[src/hdl/sha256_pkg.sv]
// sha256_pkg: shared types, constants and round functions of the sha-256 hasher
// holds the round constant table, initial hash values and sigma/choice/majority logic
// no dependencies
package sha256_pkg;

  typedef logic [31:0] word_t;

  localparam int unsigned WORD_BITS = 32;

  localparam logic [5:0] FILL_LAST  = 6'd63;
  localparam logic [5:0] LEN_START  = 6'd56;
  localparam logic [5:0] ROUND_LAST = 6'd63;
  localparam logic [2:0] WORD_LAST  = 3'd7;
  localparam logic [2:0] LEN_LANE_LAST = 3'd7;
  localparam logic [7:0] PAD_MARK   = 8'h80;

  localparam word_t INIT_HASH [8] = '{
    32'h6a09e667, 32'hbb67ae85, 32'h3c6ef372, 32'ha54ff53a,
    32'h510e527f, 32'h9b05688c, 32'h1f83d9ab, 32'h5be0cd19
  };

  function automatic word_t rotr(input word_t x, input int unsigned n);
    return (x >> n) | (x << (WORD_BITS - n));
  endfunction

  function automatic word_t big_sig0(input word_t x);
    return rotr(x, 2) ^ rotr(x, 13) ^ rotr(x, 22);
  endfunction

  function automatic word_t big_sig1(input word_t x);
    return rotr(x, 6) ^ rotr(x, 11) ^ rotr(x, 25);
  endfunction

  function automatic word_t small_sig0(input word_t x);
    return rotr(x, 7) ^ rotr(x, 18) ^ (x >> 3);
  endfunction

  function automatic word_t small_sig1(input word_t x);
    return rotr(x, 17) ^ rotr(x, 19) ^ (x >> 10);
  endfunction

  function automatic word_t choose(input word_t e, input word_t f, input word_t g);
    return (e & f) ^ (~e & g);
  endfunction

  function automatic word_t majority(input word_t a, input word_t b, input word_t c);
    return (a & b) ^ (a & c) ^ (b & c);
  endfunction

  function automatic word_t round_k(input logic [5:0] r);
    word_t k;
    unique case (r)
      6'd0:  k = 32'h428a2f98;
      6'd1:  k = 32'h71374491;
      6'd2:  k = 32'hb5c0fbcf;
      6'd3:  k = 32'he9b5dba5;
      6'd4:  k = 32'h3956c25b;
      6'd5:  k = 32'h59f111f1;
      6'd6:  k = 32'h923f82a4;
      6'd7:  k = 32'hab1c5ed5;
      6'd8:  k = 32'hd807aa98;
      6'd9:  k = 32'h12835b01;
      6'd10: k = 32'h243185be;
      6'd11: k = 32'h550c7dc3;
      6'd12: k = 32'h72be5d74;
      6'd13: k = 32'h80deb1fe;
      6'd14: k = 32'h9bdc06a7;
      6'd15: k = 32'hc19bf174;
      6'd16: k = 32'he49b69c1;
      6'd17: k = 32'hefbe4786;
      6'd18: k = 32'h0fc19dc6;
      6'd19: k = 32'h240ca1cc;
      6'd20: k = 32'h2de92c6f;
      6'd21: k = 32'h4a7484aa;
      6'd22: k = 32'h5cb0a9dc;
      6'd23: k = 32'h76f988da;
      6'd24: k = 32'h983e5152;
      6'd25: k = 32'ha831c66d;
      6'd26: k = 32'hb00327c8;
      6'd27: k = 32'hbf597fc7;
      6'd28: k = 32'hc6e00bf3;
      6'd29: k = 32'hd5a79147;
      6'd30: k = 32'h06ca6351;
      6'd31: k = 32'h14292967;
      6'd32: k = 32'h27b70a85;
      6'd33: k = 32'h2e1b2138;
      6'd34: k = 32'h4d2c6dfc;
      6'd35: k = 32'h53380d13;
      6'd36: k = 32'h650a7354;
      6'd37: k = 32'h766a0abb;
      6'd38: k = 32'h81c2c92e;
      6'd39: k = 32'h92722c85;
      6'd40: k = 32'ha2bfe8a1;
      6'd41: k = 32'ha81a664b;
      6'd42: k = 32'hc24b8b70;
      6'd43: k = 32'hc76c51a3;
      6'd44: k = 32'hd192e819;
      6'd45: k = 32'hd6990624;
      6'd46: k = 32'hf40e3585;
      6'd47: k = 32'h106aa070;
      6'd48: k = 32'h19a4c116;
      6'd49: k = 32'h1e376c08;
      6'd50: k = 32'h2748774c;
      6'd51: k = 32'h34b0bcb5;
      6'd52: k = 32'h391c0cb3;
      6'd53: k = 32'h4ed8aa4a;
      6'd54: k = 32'h5b9cca4f;
      6'd55: k = 32'h682e6ff3;
      6'd56: k = 32'h748f82ee;
      6'd57: k = 32'h78a5636f;
      6'd58: k = 32'h84c87814;
      6'd59: k = 32'h8cc70208;
      6'd60: k = 32'h90befffa;
      6'd61: k = 32'ha4506ceb;
      6'd62: k = 32'hbef9a3f7;
      6'd63: k = 32'hc67178f2;
    endcase
    return k;
  endfunction

endpackage

[src/hdl/sha256_stream_hasher.sv]
// sha256_stream_hasher: byte-stream sha-256 with one round unit shared over 64 rounds
// a request with a byte is taken while idle; a full 64-byte block then stalls input
// (64 rounds plus chaining add), so no bytes are taken while a block is compressed
// end of message: 9 to 72 padding bytes, each padded block compressed, then 8 digest words
// synchronous active-low reset loads the initial hash values and empties the block
// depends on sha256_pkg
module sha256_stream_hasher
  import sha256_pkg::*;
(
  input  logic        clk,
  input  logic        rst_n,
  input  logic        in_valid,
  output logic        in_stall,
  input  logic [7:0]  in_data_byte,
  input  logic        in_has_byte,
  input  logic        in_end_of_message,
  output logic        out_valid,
  input  logic        out_stall,
  output logic [31:0] out_digest_word,
  output logic [2:0]  out_word_index,
  output logic        out_last_word
);

  typedef enum logic [2:0] {ST_IDLE, ST_PAD, ST_ROUND, ST_ADD, ST_OUT} state_t;

  state_t      state_r, state_nxt;
  logic [5:0]  fill_r, fill_nxt;
  logic [60:0] count_r, count_nxt;
  logic        pad_act_r, pad_act_nxt;
  logic        mark_done_r, mark_done_nxt;
  logic        final_blk_r, final_blk_nxt;
  logic [5:0]  rnd_r, rnd_nxt;
  logic [2:0]  idx_r, idx_nxt;
  word_t       chain_r [8];
  word_t       chain_nxt [8];
  word_t       work_r [8];
  word_t       sched_r [16];

  logic        shift_en;
  logic [7:0]  shift_byte;
  logic [7:0]  pad_byte;
  logic        load_work;
  logic [63:0] len_bits;
  logic [2:0]  len_lane;
  word_t       w_new;
  word_t       t1;
  word_t       t2;

  // padding byte: marker, zeros, then big-endian bit length in the final block
  assign len_bits = {count_r, 3'b000};
  assign len_lane = LEN_LANE_LAST - fill_r[2:0];

  always_comb begin
    if (!mark_done_r) begin
      pad_byte = PAD_MARK;
    end else if (final_blk_r && (fill_r >= LEN_START)) begin
      pad_byte = len_bits[{len_lane, 3'b000} +: 8];
    end else begin
      pad_byte = 8'h00;
    end
  end

  always_comb begin
    shift_en   = 1'b0;
    shift_byte = in_data_byte;
    if (state_r == ST_IDLE) begin
      shift_en = in_valid && in_has_byte;
    end else if (state_r == ST_PAD) begin
      shift_en   = 1'b1;
      shift_byte = pad_byte;
    end
  end

  assign load_work = shift_en && (fill_r == FILL_LAST);

  // shared round unit
  assign w_new = small_sig1(sched_r[14]) + sched_r[9] + small_sig0(sched_r[1]) + sched_r[0];
  assign t1 = work_r[7] + big_sig1(work_r[4]) + choose(work_r[4], work_r[5], work_r[6])
              + round_k(rnd_r) + sched_r[0];
  assign t2 = big_sig0(work_r[0]) + majority(work_r[0], work_r[1], work_r[2]);

  always_comb begin
    state_nxt     = state_r;
    fill_nxt      = fill_r;
    count_nxt     = count_r;
    pad_act_nxt   = pad_act_r;
    mark_done_nxt = mark_done_r;
    final_blk_nxt = final_blk_r;
    rnd_nxt       = rnd_r;
    idx_nxt       = idx_r;
    chain_nxt     = chain_r;
    unique case (state_r)
      ST_IDLE: begin
        if (in_valid) begin
          if (in_has_byte) begin
            fill_nxt  = fill_r + 6'd1;
            count_nxt = count_r + 61'd1;
          end
          if (in_end_of_message) begin
            pad_act_nxt   = 1'b1;
            mark_done_nxt = 1'b0;
            final_blk_nxt = 1'b0;
          end
          if (in_has_byte && (fill_r == FILL_LAST)) begin
            state_nxt = ST_ROUND;
            rnd_nxt   = '0;
          end else if (in_end_of_message) begin
            state_nxt = ST_PAD;
          end
        end
      end
      ST_PAD: begin
        fill_nxt = fill_r + 6'd1;
        if (!mark_done_r) begin
          mark_done_nxt = 1'b1;
          if (fill_r < LEN_START) begin
            final_blk_nxt = 1'b1;
          end
        end
        if (fill_r == FILL_LAST) begin
          state_nxt = ST_ROUND;
          rnd_nxt   = '0;
        end
      end
      ST_ROUND: begin
        rnd_nxt = rnd_r + 6'd1;
        if (rnd_r == ROUND_LAST) begin
          state_nxt = ST_ADD;
        end
      end
      ST_ADD: begin
        for (int j = 0; j < 8; j++) begin
          chain_nxt[j] = chain_r[j] + work_r[j];
        end
        priority if (pad_act_r && final_blk_r) begin
          state_nxt = ST_OUT;
          idx_nxt   = '0;
        end else if (pad_act_r) begin
          state_nxt     = ST_PAD;
          final_blk_nxt = mark_done_r;
        end else begin
          state_nxt = ST_IDLE;
        end
      end
      ST_OUT: begin
        if (!out_stall) begin
          idx_nxt = idx_r + 3'd1;
          if (idx_r == WORD_LAST) begin
            state_nxt     = ST_IDLE;
            chain_nxt     = INIT_HASH;
            count_nxt     = '0;
            fill_nxt      = '0;
            pad_act_nxt   = 1'b0;
            mark_done_nxt = 1'b0;
            final_blk_nxt = 1'b0;
          end
        end
      end
      default: begin
        state_nxt = ST_IDLE;
      end
    endcase
  end

  always_ff @(posedge clk) begin
    if (!rst_n) begin
      state_r     <= ST_IDLE;
      fill_r      <= '0;
      count_r     <= '0;
      pad_act_r   <= 1'b0;
      mark_done_r <= 1'b0;
      final_blk_r <= 1'b0;
      rnd_r       <= '0;
      idx_r       <= '0;
      chain_r     <= INIT_HASH;
    end else begin
      state_r     <= state_nxt;
      fill_r      <= fill_nxt;
      count_r     <= count_nxt;
      pad_act_r   <= pad_act_nxt;
      mark_done_r <= mark_done_nxt;
      final_blk_r <= final_blk_nxt;
      rnd_r       <= rnd_nxt;
      idx_r       <= idx_nxt;
      chain_r     <= chain_nxt;
    end
  end

  // block bytes shift in big-endian, then the same line serves as the schedule window
  always_ff @(posedge clk) begin
    if (shift_en) begin
      for (int i = 0; i < 15; i++) begin
        sched_r[i] <= {sched_r[i][23:0], sched_r[i+1][31:24]};
      end
      sched_r[15] <= {sched_r[15][23:0], shift_byte};
    end else if (state_r == ST_ROUND) begin
      for (int i = 0; i < 15; i++) begin
        sched_r[i] <= sched_r[i+1];
      end
      sched_r[15] <= w_new;
    end
  end

  always_ff @(posedge clk) begin
    if (load_work) begin
      work_r <= chain_r;
    end else if (state_r == ST_ROUND) begin
      work_r[0] <= t1 + t2;
      work_r[1] <= work_r[0];
      work_r[2] <= work_r[1];
      work_r[3] <= work_r[2];
      work_r[4] <= work_r[3] + t1;
      work_r[5] <= work_r[4];
      work_r[6] <= work_r[5];
      work_r[7] <= work_r[6];
    end
  end

  assign in_stall        = (state_r != ST_IDLE);
  assign out_valid       = (state_r == ST_OUT);
  assign out_digest_word = chain_r[idx_r];
  assign out_word_index  = idx_r;
  assign out_last_word   = (idx_r == WORD_LAST);

  // digest words only appear once the last block has been absorbed
  assert property (@(posedge clk) disable iff (!rst_n)
    out_valid |-> (fill_r == '0) && pad_act_r && final_blk_r && mark_done_r)
    else $error("digest shown before padding finished");

  // every compression starts at round zero
  assert property (@(posedge clk) disable iff (!rst_n)
    $rose(state_r == ST_ROUND) |-> (rnd_r == '0))
    else $error("compression entered mid-round");

  // last digest word returns to idle with fresh chaining words
  assert property (@(posedge clk) disable iff (!rst_n)
    (out_valid && !out_stall && out_last_word) |=>
      (!out_valid && !in_stall && (chain_r[0] == INIT_HASH[0]) && (count_r == '0)))
    else $error("hasher not reset after digest");

  // a full block always starts its rounds
  assert property (@(posedge clk) disable iff (!rst_n)
    load_work |=> (state_r == ST_ROUND))
    else $error("full block not compressed");

endmodule
[config.mk]
export PLATFORM = sky130hd
export DESIGN_NAME = sha256_stream_hasher
export DESIGN_NICKNAME = d
export VERILOG_FILES = /design/src/hdl/sha256_pkg.sv /design/src/hdl/sha256_stream_hasher.sv
export SDC_FILE = /design/constraint.sdc
export NUM_CORES = 2
export LEC_CHECK = 0
export ABC_CLOCK_PERIOD_IN_PS = 18800
export BUFFER_PORTS_ARGS = -buffer_cell sky130_fd_sc_hd__buf_2
export CAP_MARGIN = 20
export CORE_AREA = 3 3 413 415
export CTS_BUF_LIST = sky130_fd_sc_hd__clkbuf_8
export DETAILED_ROUTE_END_ITERATION = 6
export DIE_AREA = 0 0 416 418
export SYNTH_ARGS = -nofsm -noshare
export SYNTH_HDL_FRONTEND = slang
export SYNTH_SLANG_ARGS = --single-unit
export TNS_END_PERCENT = 1
[constraint.sdc]
create_clock -name clk -period 18.8 [get_ports clk]
set_clock_uncertainty 0.2 [all_clocks]
set_input_delay 3.76 -clock clk [delete_from_list [all_inputs] [get_ports clk]]
set_output_delay 3.76 -clock clk [all_outputs]
set_load 0.02 [all_outputs]
* After elaboration in Yosys (flattened, before gate mapping)
Memories as Yosys holds them, arrays and structs flattened. A register that Yosys moved wholly into a read port is not among the register bits.
Index checks and enable logic that the tools add are counted.
** Storage, ports and cells
- Register bits :: 594
- RAM bits :: 512
- ROM bits :: 2048
- Input port bits :: 14
- Word-level logic and storage cells :: 217
- Memories kept :: 2
** Cells by class
- Add/sub/neg operators :: 23
- $lt $le $gt $ge :: 3
- Equality and inequality tests :: 21
- Shift-type cells :: 1
- Mux-type cells :: 77
- Bitwise operators :: 44
- Reduce and logical (&&, ||, !) cells :: 22
** Memories
- (no name shown) :: depth 64, width 32, read ports 1, clocked after Yosys merged registers in 1, write ports 0, RTL line sha256_pkg.sv:52 : unique case (r)
- sched_r :: depth 16, width 32, read ports 16, clocked after Yosys merged registers in 0, write ports 16, RTL line sha256_stream_hasher.sv:37 : word_t sched_r [16];
** Operators with widths (count)
- $mux W256 :: 4
- $add A32 B32 Y32 :: 18
- $mux W32 :: 18
- $pmux W256 S2 :: 1
- $xor A32 B32 Y32 :: 9
- $mux W61 :: 4
- $and A32 B32 Y32 :: 5
- $pmux W61 S2 :: 1
- $bmux W32 S3 :: 1
- $shiftx A64 B7 Y8 :: 1
- $add A61 B1 Y61 const B :: 1
- $mux W6 :: 9
- $pmux W6 S3 :: 2
- $mux W8 :: 4
- $not A32 Y32 :: 1
- $or A10 B32 Y32 :: 1
- $or A13 B32 Y32 :: 1
- $or A14 B32 Y32 :: 1
- $or A15 B32 Y32 :: 1
- $or A19 B32 Y32 :: 1
- $or A21 B32 Y32 :: 1
- $or A25 B32 Y32 :: 1
- $or A26 B32 Y32 :: 1
- $or A30 B32 Y32 :: 1
- 35 further kinds :: 103

* Longest topological paths before layout
- Word-level depth :: 10
- Depth in mapped cells :: 36

* Worst setup path after synthesis
No wires, ideal clock.
- Path kind :: input port to flip-flop
- Start :: input in_has_byte
- End :: memory sched_r[0][0] in the netlist's numbering, enable pin
- Library setup time :: 0.970 ns
- Arrival time :: 17.020 ns
- Path slack :: 0.610 ns
- Cell stages on the path :: 6
- Buffers on the path :: 3
- Cell sequence :: nand2_1 o21ai_0 clkbuf_1 clkbuf_1 clkbuf_1 nand2b_1
** RTL lines
- start: declaration :: RTL line sha256_stream_hasher.sv:15 : input logic in_has_byte,
- end: declaration :: RTL line sha256_stream_hasher.sv:37

* Final worst setup path
- Start :: register work_r[104] in the netlist's numbering
- End :: register work_r[255] in the netlist's numbering, data pin
** Between the ends
- Word-level cells in the longest chain between the ends :: 10
** Ends and longest elaborated chain
- start: declaration :: RTL line sha256_stream_hasher.sv:36 : word_t work_r [8];
- start signal: assignment :: RTL line sha256_stream_hasher.sv:206 : work_r <= chain_r;
- $or A26 B32 Y32 / $or A21 B32 Y32 (equally long branches) :: RTL line sha256_pkg.sv:23 : return (x >> n) | (x << (WORD_BITS - n));
- $xor A32 B32 Y32 (2 in a row) :: RTL line sha256_pkg.sv:31 : return rotr(x, 6) ^ rotr(x, 11) ^ rotr(x, 25);
- $add A32 B32 Y32 :: RTL line sha256_stream_hasher.sv:78 : assign t1 = work_r[7] + big_sig1(work_r[4]) + choose(work_r[4], work_r[5], work_r[6])
- $add A32 B32 Y32 (*) :: RTL line sha256_stream_hasher.sv:78
- $add A32 B32 Y32 (*) (2 in a row) :: RTL line sha256_stream_hasher.sv:79 : + round_k(rnd_r) + sched_r[0];
- $add A32 B32 Y32 (*) :: RTL line sha256_stream_hasher.sv:208 : work_r[0] <= t1 + t2;
- $mux W256 (*) :: RTL line sha256_stream_hasher.sv:207 : end else if (state_r == ST_ROUND) begin
- $mux W256 (*) :: RTL line sha256_stream_hasher.sv:205 : if (load_work) begin
Mark *: on every way between the ends. The rest lies on a longest branch, timed or not. The select of a mux whose other input is x is not followed.
A chain may end at the register's enable or synchronous reset.

==> summary.md <==
| Metric | Value |
|---|---|
| Bufs and invs on worst path | 3 |
| Final period util | roughly 47% |
| Gate count of the mapped netlist | 8077 |
| TritonRoute pass-1 iters | 6 |
| HP Class | reg -> reg |
| Drt via density | 5.794 |
| Post-route insts no fill | 10350 |
| Ports | between 50 and 60 |
| Synth Area in Compound Gates | 14.47% |
| Post-synthesis mux area share | 6.001% |
| Worst setup margin | 9.891 ns |
| Worst Path Arrival | 9.40 ns |
| Setup TNS | 0 ns |
| Dominant synthesized flop cell | edfxtp_1 |
| Core Area | 167000 um^2 |
| Post-DRT Antenna Nets | 0 |
| # H-tree levels | 4 |
| Number of global-route vias before repair | slightly below 60000 |
| Crit path launch type | register |
| Row count | 150 |
| Hold Fails Final Rpt | 0 |
| Max-slew headroom | 24.25% |
| Setup violators final | 0 |
| Layout cells sized above 1 | 9.522% |
| Register area share after synthesis | roughly two fifths |
| Post-synth EDFFs | roughly 770 |
| Storage cell area | 30480 um^2 |
| # resized after CTS | 0 |
| Nets | between 8000 and 9000 |
| Drt drc | 0 |
| Synth Area in XOR/XNOR | 7.178% |
| Minimum clock period | ~9 ns |
| DR vias | 59970 |
| Avg Inst Size Synth | between 9 and 10 um^2 |
| Initial DRC Count | 6074 |
| Max cap viols | 0 |
| Pins Over Slew Limit | 0 |
| Grt total ovfl | 0 |
| Peak Freq | between 100 and 150 MHz |
| CTS tree | done |
| Post-synth ARST share | 0% |
| Max FO, Critical Path | 6 |
| #FFs+latches synth | 1138 |
| Multi-input gate area | 41840 um^2 |
| Clock Sinks | 1138 |
| Die Area | approximately 170000 um^2 |
| DP HPWL | 181100 um |
| CP endpoint kind | register |
| RSZ-0062 raised after global routing | false |
| Global Route Usage Sum | 28.34% |
| Largest stage delay, worst path | 0.56 ns |
| Worst r2r src | work_r[104] |
| Chip width | 416 um |
| Post-CTS Hold Buffers | 0 |
| Largest family of logic cells by synthesized area | simple AND/OR/NAND/NOR gates |
| DP Area | around 77000 um^2 |
| First-pass GRT wire length | approximately 370000 um |
| Simple-gate share of the synthesized area | between 10% and 20% |
| Crit. Startpoint | work_r[104] |
| Post-CTS Setup Inserts | 0 |
| Mapped cell area | 75230 um^2 |
| IO buf count | approximately 50 |
| Adder-Cell Fraction of Synth Area | 11.77% |
| Cell at the root of the clock tree | clkbuf_8 |
| Pin count of the biggest net entering global routing | 243 |
| Worst setup path class | reg -> reg |
| Status | completed |
| Cells after DPL | between 9000 and 10000 |
| Clock buffer depth | 3 |
| Critical Path RT | 19.29 ns |
| WL/cell | 24.24 um |
| Design Area, Final | 81300 um^2 |
| Largest delay share family, worst path | compound AO/OA/AOI/OAI gates |
| Nets in the synthesized netlist | 8679 |
| Fillers | 15880 |
| Hold_sp | count_r[60] |
| Synth warn | 0 |
| Initial antenna violation count | 11 |
| Die H | 418 um |
| Least-Margin Pin Slew | approximately 1.1 ns |
| Final GP Congestion | approximately 0.96 |
| CTS clk-pin slew, worst paths | 0.07 ns |
| Placement Setup Slack | approximately 10 ns |
| Area Growth Syn to Fin | 8.068% |
| Overall routed net length | 250900 um |
| Critical-path top delay cell | edfxtp_1 |
| Skew-Pair Late Insertion Delay | around 1 ns |
| Initial Util | 45.04% |
| Unique masters post-synth | 110 |
| Worst path most repeated cell | a21o_1 |
| CTS buffer count | 205 |
cell type report:
type / instances / share of cell area [%]
Clock inverter: 158 / 1.151
Timing Repair Buffer: 109 / 0.9480
Antenna cell: 8 / 0.02462
Sequential cell: 1138 / 37.49
Clock buffer: 227 / 3.843
Tap cell: 2204 / 3.392
Multi-Input combinational cell: 6145 / 51.47
Inverter: 362 / 1.684
metal layers:
metal	track usage [%]	vias to the layer above	share of wire (%)
met5	0	-	0.012
met3	5.603	524	7.2
li1	-	28030	-
met4	12.68	6	4.8
met2	45.29	2188	46
met1	37.30	29220	42
worst reg2reg max path, delay by kind of cell (launching register included):
kind            cells  cell delay, ns
buf+inv             3            0.18
compound gates     15            3.30
fa+ha+maj           6            2.52
flops               1            0.56
xor+xnor            5            1.12
simple gates        4            0.73
through the flow:
step	hold WS [ns]	utilization, %
after floorplan	0.2516	-
after global placement	0.2695	46.20
after detailed placement	0.2798	46.20
after CTS	0.2919	48.63
after global routing	0.3225	48.66
final	0.2879	48.67
path summary, 6_finish.rpt:
path              cells past startpoint  slack, ns           to
hold reg to reg                       2       0.29  count_r[60]
hold / removal                        2       0.29  count_r[60]
setup / recovery                     33       9.89  work_r[255]
setup reg to reg                     33       9.89  work_r[255]
layout by cell type (no fill, tap or decap), types with 31 or more instances in the layout:
cell	instances
or3_1	45
dfxtp_1	367
o21ai_0	428
a31oi_1	38
nand2b_1	57
nor3_1	66
clkbuf_8	227
buf_2	50
mux4_2	78
a21oi_1	457
a211oi_1	44
nand3_1	103
nor2b_1	53
nand4_1	34
edfxtp_1	768
o21a_1	72
fa_1	195
and3_1	48
mux2_2	220
nand2_1	1930
ha_1	393
xor2_1	211
buf_4	53
a21o_1	201
inv_1	432
o22ai_1	98
o21bai_1	43
nor2_1	444
xnor2_1	400
o211ai_1	31
clkinv_1	38
o31ai_1	32
a22oi_1	59
cell usage after synthesis (43+ instances only):
master	number	share of area (%)
fa_1	195	5.2
nand3_1	103	0.69
a21oi_1	457	3.0
dfxtp_1	370	9.8
nor3_1	66	0.44
or3_1	45	0.37
xnor2_1	400	4.7
o22ai_1	98	0.81
o21bai_1	43	0.43
o21a_1	72	0.72
nand2b_1	58	0.48
nand2_1	1935	9.7
a21o_1	201	2.0
and3_1	48	0.40
ha_1	393	6.5
inv_1	358	1.8
xor2_1	211	2.5
nor2_1	448	2.2
mux4_2	78	2.3
mux2_2	220	3.3
edfxtp_1	768	31
clkbuf_1	361	1.8
a22oi_1	59	0.59
o21ai_0	430	2.9
a211oi_1	44	0.44
nor2b_1	53	0.44
kinds of logic after synthesis:
logic type                 Yosys count
muxes                              326
xor gates and xnor gates           614
AOI/OAI and AO/OA                 1717
DFF                               1138
buffers and inverters              794
and+or+nand+nor                   2897
adders and majority gates          591
registers in the layout, summed over array words and instances (netlist names), named ones only:
register        cells
sched_r           512
mark_done_r         1
fill_r              6
out_word_index      3
count_r            61
chain_r           256
rnd_r               6
pad_act_r           1
state_r             3
work_r            256
final_blk_r         1
Power is left out: the tool's default activity adds up to more than one toggle a clock period on the data nets, which glitch-free logic cannot reach.
